File: src/rtl/arsc_pkg.sv
`timescale 1ns / 1ps
package arsc_pkg;
    localparam int MAX_SIGNERS = 16;
    localparam int WORD_BITS   = 64;

    typedef enum logic [1:0] {
        OP_LOAD_KEY  = 2'd0,
        OP_LOAD_HASH = 2'd1,
        OP_COMPUTE   = 2'd2,
        OP_NONE      = 2'd3
    } op_t;

    localparam logic [2:0] ST_OK          = 3'd0;
    localparam logic [2:0] ST_MANY_HASHES = 3'd1;
    localparam logic [2:0] ST_MANY_KEYS   = 3'd2;
    localparam logic [2:0] ST_NO_KEYS     = 3'd3;
    localparam logic [2:0] ST_OVERFLOW    = 3'd4;

    localparam logic [1:0] POL_MATCH    = 2'd0;
    localparam logic [1:0] POL_EXTRA    = 2'd1;
    localparam logic [1:0] POL_NONE     = 2'd2;
    localparam logic [1:0] POL_RESERVED = 2'd3;
endpackage

File: src/rtl/arsc_modmul.sv
`timescale 1ns / 1ps
// Bit-serial modular multiply: acc = a*b mod n, one bit of b per cycle.
// Inputs must already be reduced below n, n > 0.
module arsc_modmul #(
    parameter int WORD_BITS = arsc_pkg::WORD_BITS
) (
    input  logic                 aclk,
    input  logic                 aresetn,
    input  logic                 start,
    input  logic [WORD_BITS-1:0] a_in,
    input  logic [WORD_BITS-1:0] b_in,
    input  logic [WORD_BITS-1:0] n_in,
    output logic                 done,
    output logic [WORD_BITS-1:0] result
);
    localparam int CW = $clog2(WORD_BITS + 1);

    logic [WORD_BITS-1:0] a_reg, b_reg, n_reg, acc_reg;
    logic [CW-1:0]        cnt_reg;
    logic                 busy_reg, done_reg;
    logic [WORD_BITS:0]   sum_acc, sum_a, dbl;
    logic [WORD_BITS-1:0] acc_next, a_next;

    // Sums are one bit wider so the compare against n is exact.
    always_comb begin
        sum_acc  = {1'b0, acc_reg} + {1'b0, a_reg};
        acc_next = (sum_acc >= {1'b0, n_reg}) ? WORD_BITS'(sum_acc - {1'b0, n_reg})
                                              : sum_acc[WORD_BITS-1:0];
        if (!b_reg[0]) acc_next = acc_reg;
        dbl    = {a_reg, 1'b0};
        sum_a  = dbl - {1'b0, n_reg};
        a_next = (dbl >= {1'b0, n_reg}) ? sum_a[WORD_BITS-1:0] : dbl[WORD_BITS-1:0];
    end

    always_ff @(posedge aclk) begin
        if (!aresetn) begin
            busy_reg <= 1'b0;
            done_reg <= 1'b0;
        end else if (start) begin
            a_reg    <= a_in;
            b_reg    <= b_in;
            n_reg    <= n_in;
            acc_reg  <= '0;
            cnt_reg  <= '0;
            busy_reg <= 1'b1;
            done_reg <= 1'b0;
        end else if (busy_reg) begin
            acc_reg  <= acc_next;
            a_reg    <= a_next;
            b_reg    <= b_reg >> 1;
            cnt_reg  <= cnt_reg + 1'b1;
            done_reg <= (cnt_reg == CW'(WORD_BITS - 1));
            if (cnt_reg == CW'(WORD_BITS - 1)) busy_reg <= 1'b0;
        end else begin
            done_reg <= 1'b0;
        end
    end

    assign done   = done_reg;
    assign result = acc_reg;
endmodule

File: config.mk
export PLATFORM = sky130hd
export DESIGN_NAME = arsc_modmul
export DESIGN_NICKNAME = d
export VERILOG_FILES = /design/src/rtl/arsc_pkg.sv /design/src/rtl/arsc_modmul.sv
export SDC_FILE = /design/constraint.sdc
export NUM_CORES = 1
export LEC_CHECK = 0
export BUFFER_PORTS_ARGS = -buffer_cell sky130_fd_sc_hd__buf_2
export CORE_MARGIN = 3
export CORE_UTILIZATION = 30
export DETAILED_ROUTE_END_ITERATION = 12
export SYNTH_ARGS = -nofsm -noshare
export SYNTH_HDL_FRONTEND = slang
export SYNTH_SLANG_ARGS = --single-unit
File: constraint.sdc
create_clock -name aclk -period 5.2 [get_ports aclk]
set_input_delay 1.04 -clock aclk [delete_from_list [all_inputs] [get_ports aclk]]
set_output_delay 1.04 -clock aclk [all_outputs]
set_load 0.01 [all_outputs]
==> flow_metrics.tcl <==
set metrics [dict create \
    core_area_sq_um 74570 \
    worst-path-buf-inv 5 \
    clk_latency_ps 580 \
    final_cell_mix "buf_4 (513), a21oi_1 (287), edfxtp_1 (263)" \
    syn_nets 2931 \
    violations "setup timing" \
    drt_iter0_markers 1672 \
    crit_arrival_ps 6240 \
    p_per_area_nw_per_um2 788.9 \
    grt_usage_pct 20.72 \
    drtAntennaViolNets 0 \
    ctsHoldBuffers 0 \
    fp.dieW_microns 280.8 \
    wl_per_cell_microns 19.98 \
    yosys_register_bits 265 \
    area_delta_synth_final_pct 35.19 \
    drt_wl_total_microns 85220 \
    antenna_found_initial 14 \
    synth-edff-count 263 \
    drv_cap 0 \
    syn_area_per_cell_sq_um 8.919 \
    rr_endpoint "result[62]" \
    drive_gt1_share_pct 31.65 \
    max-vdd-ir-drop_mv 0.3920 \
    period_share_pct 113.9 \
    io-pin-count 260 \
    cp_slowest_cell "edfxtp_1" \
    cts_root_buf "clkbuf_16" \
    cp_data_required_time_ps 5510 \
    h-tree-depth 2 \
    rr_worst_depth 26 \
    layout_commonest_cell "buf_4" \
    dp.cells 4143 \
    synth_flop_cell "edfxtp_1" \
    p_leak_nw 13.38 \
    cts_tree "yes" \
    initial_utilization_pct 30.38 \
    tns_ps -37100 \
    grt_pass1_vias 21720 \
    grt_pass1_wl_microns 127100 \
    yosysSeqAreaShare_pct 35.04 \
    synth_warnings 0 \
    period_minus_slack_ps 5923 \
    fmax_mhz 168.8 \
    regToRegStartpoint "result[1]" \
    dp_hpwl_microns 67440 \
    firstDrtPassIters 5 \
    hold_path.startpoint "b_reg[8]" \
    via_per_inst 5.233 \
    drc 0 \
    rsz0062_at_grt "true" \
    worstMarginPinSlew_ps 973.1 \
    grt_start_max_net_pins 92 \
    critical_path_class "register to register" \
    path_delay_family "compound AO/OA/AOI/OAI gates" \
    syn_inst 2540 \
    relSlewSlack_pct 35.13 \
    final_nets 3655 \
    cpPeakStageDelay_ps 400 \
    die_y_microns 280.8 \
    synthesis.area_sq_um 22650 \
    finalSetupViolations 64 \
    stdcell_count 4265 \
    vias 22320 \
    outcome "finished, violations left" \
    gp_congestion 0.9479 \
    cts_sinks 265 \
    gr-total-overflow 0 \
    num_rows 100 \
    fin_skew_ps 33.72 \
    async_flop_share_pct 0 \
    critPathLaunchType "register" \
    worst_slack_ps -722.7 \
    finalMaxSlewViolations 0 \
    cp_max_fo 7 \
    finalHoldViolations 0 \
    whs_path_depth 1 \
    end_kind "register" \
    r2r_slack_ps -720 \
    die_area_sq_um 78850 \
    port_buffers 259 \
    hold_class "register to register" \
    clock_path_buffers 3 \
    path_clk_slew_ps 70 \
    finalCoreUtilization_pct 41.07 \
    ys_types 76 \
    cts_buffers 38 \
    hold_end "b_reg[7]" \
]
per-layer routing:
layer / share of wire, % / GRT usage [%] / vias up
li1: - / - / 10860
met1: 45 / 27.61 / 10660
met2: 46 / 34.32 / 680
met3: 6.6 / 4.303 / 116
met4: 2.5 / 5.077 / 12
met5: 0.079 / 0 / -
worst reg2reg max path, cell delays in order, from the launching register on:
cell	delay [ps]
edfxtp_1	400
buf_4	170
ha_4	210
a211oi_2	170
o21bai_1	100
a21oi_2	250
o211ai_4	160
a211oi_2	240
buf_4	190
a2111oi_2	80
buf_4	140
o21ba_4	210
o31a_1	400
a21oi_2	240
xor2_1	200
inv_1	60
ha_1	200
a21o_1	200
a211oi_2	250
o211ai_1	120
a311o_1	280
a211o_1	260
a311oi_4	360
buf_12	210
nor2_4	50
and3_4	200
a2111o_1	330
cells by family after synthesis:
group	after synthesis	synth area share, %
AOI/OAI and AO/OA	835	23.06
xor gates and xnor gates	172	6.650
adders and majority gates	196	10.92
buffers and inverters	259	4.507
DFF	265	35.04
muxes	113	5.490
and+or+nand+nor	700	14.33
layout make-up:
type | instances | area (sq um)
fill | 7568 | 43950
inverter | 143 | 536.8
timing repair buffer | 800 | 5595
tap | 969 | 1212
clock inverter | 25 | 219.0
antenna | 4 | 10.01
multi-input combinational | 2016 | 14120
clock buffer | 43 | 991.0
sequential | 265 | 7938
through the flow:
step	setup slack [ps]	hold WS [ps]	total power, mW	cell area, sq um
2_1_floorplan	-52.43	503.7	13.12	22810
3_3_place_gp	-755.7	524.1	19.96	28640
3_5_place_dp	-931.6	525.2	19.99	28640
4_1_cts	-665.2	542.4	23.24	30230
5_1_grt	-940.6	562.3	25.97	30620
6_report	-722.7	537.2	24.16	30630
report_power, final:
group / switching, mW / internal (mW)
logic: 9.41 / 8.81
clock network: 1.10 / 1.52
registers: 0.304 / 3.01
what timing repair did:
item                                   in CTS  in global routing
setup buffers                              27                 21
cloned                                      1                  5
setup endpoints to repair                  64                 64
pin swaps                                  22                 18
resized for setup                          41                 46
endpoints found under the hold margin       0                  0
cells in the mapped netlist (8+ instances only):
library cell	count	area, sq um
nor3_1	36	180.2
o21a_1	39	292.8
a2111oi_0	9	78.83
a211oi_1	31	232.7
o31ai_1	8	60.06
a21oi_1	299	1496
o211ai_1	25	187.7
mux2_2	90	1013
and3_1	25	156.4
nor2b_1	29	181.4
a221o_1	9	90.09
xor2_1	72	630.6
buf_2	22	110.1
or2_2	8	50.05
o31a_1	10	87.58
nor2_1	229	859.6
mux2i_1	23	230.2
nor4_1	8	50.05
ha_1	193	2415
a21o_1	92	690.7
inv_1	143	536.8
nand4_1	51	319.1
nand2_1	204	765.7
o21ai_0	171	855.8
a31oi_1	18	112.6
nor3b_1	9	67.56
nand3_1	47	235.2
and2_1	12	75.07
edfxtp_1	263	7898
nand2b_1	14	87.58
o21bai_1	51	382.9
clkbuf_1	85	319.1
xnor2_1	100	875.8
worst max-delay path by stage:
stage                     cells after the start  startpoint  slack (ps)          to
final                                        26   result[1]        -720  result[62]
after global routing                         25    a_reg[1]        -940  result[62]
after CTS                                    24   result[1]        -670  result[11]
after detailed placement                     24   result[1]        -930  result[52]
after global placement                       23   result[4]        -760  result[62]
after floorplan                              22   result[1]         -50  result[53]
No activity file was read; power rests on OpenSTA's default activity.
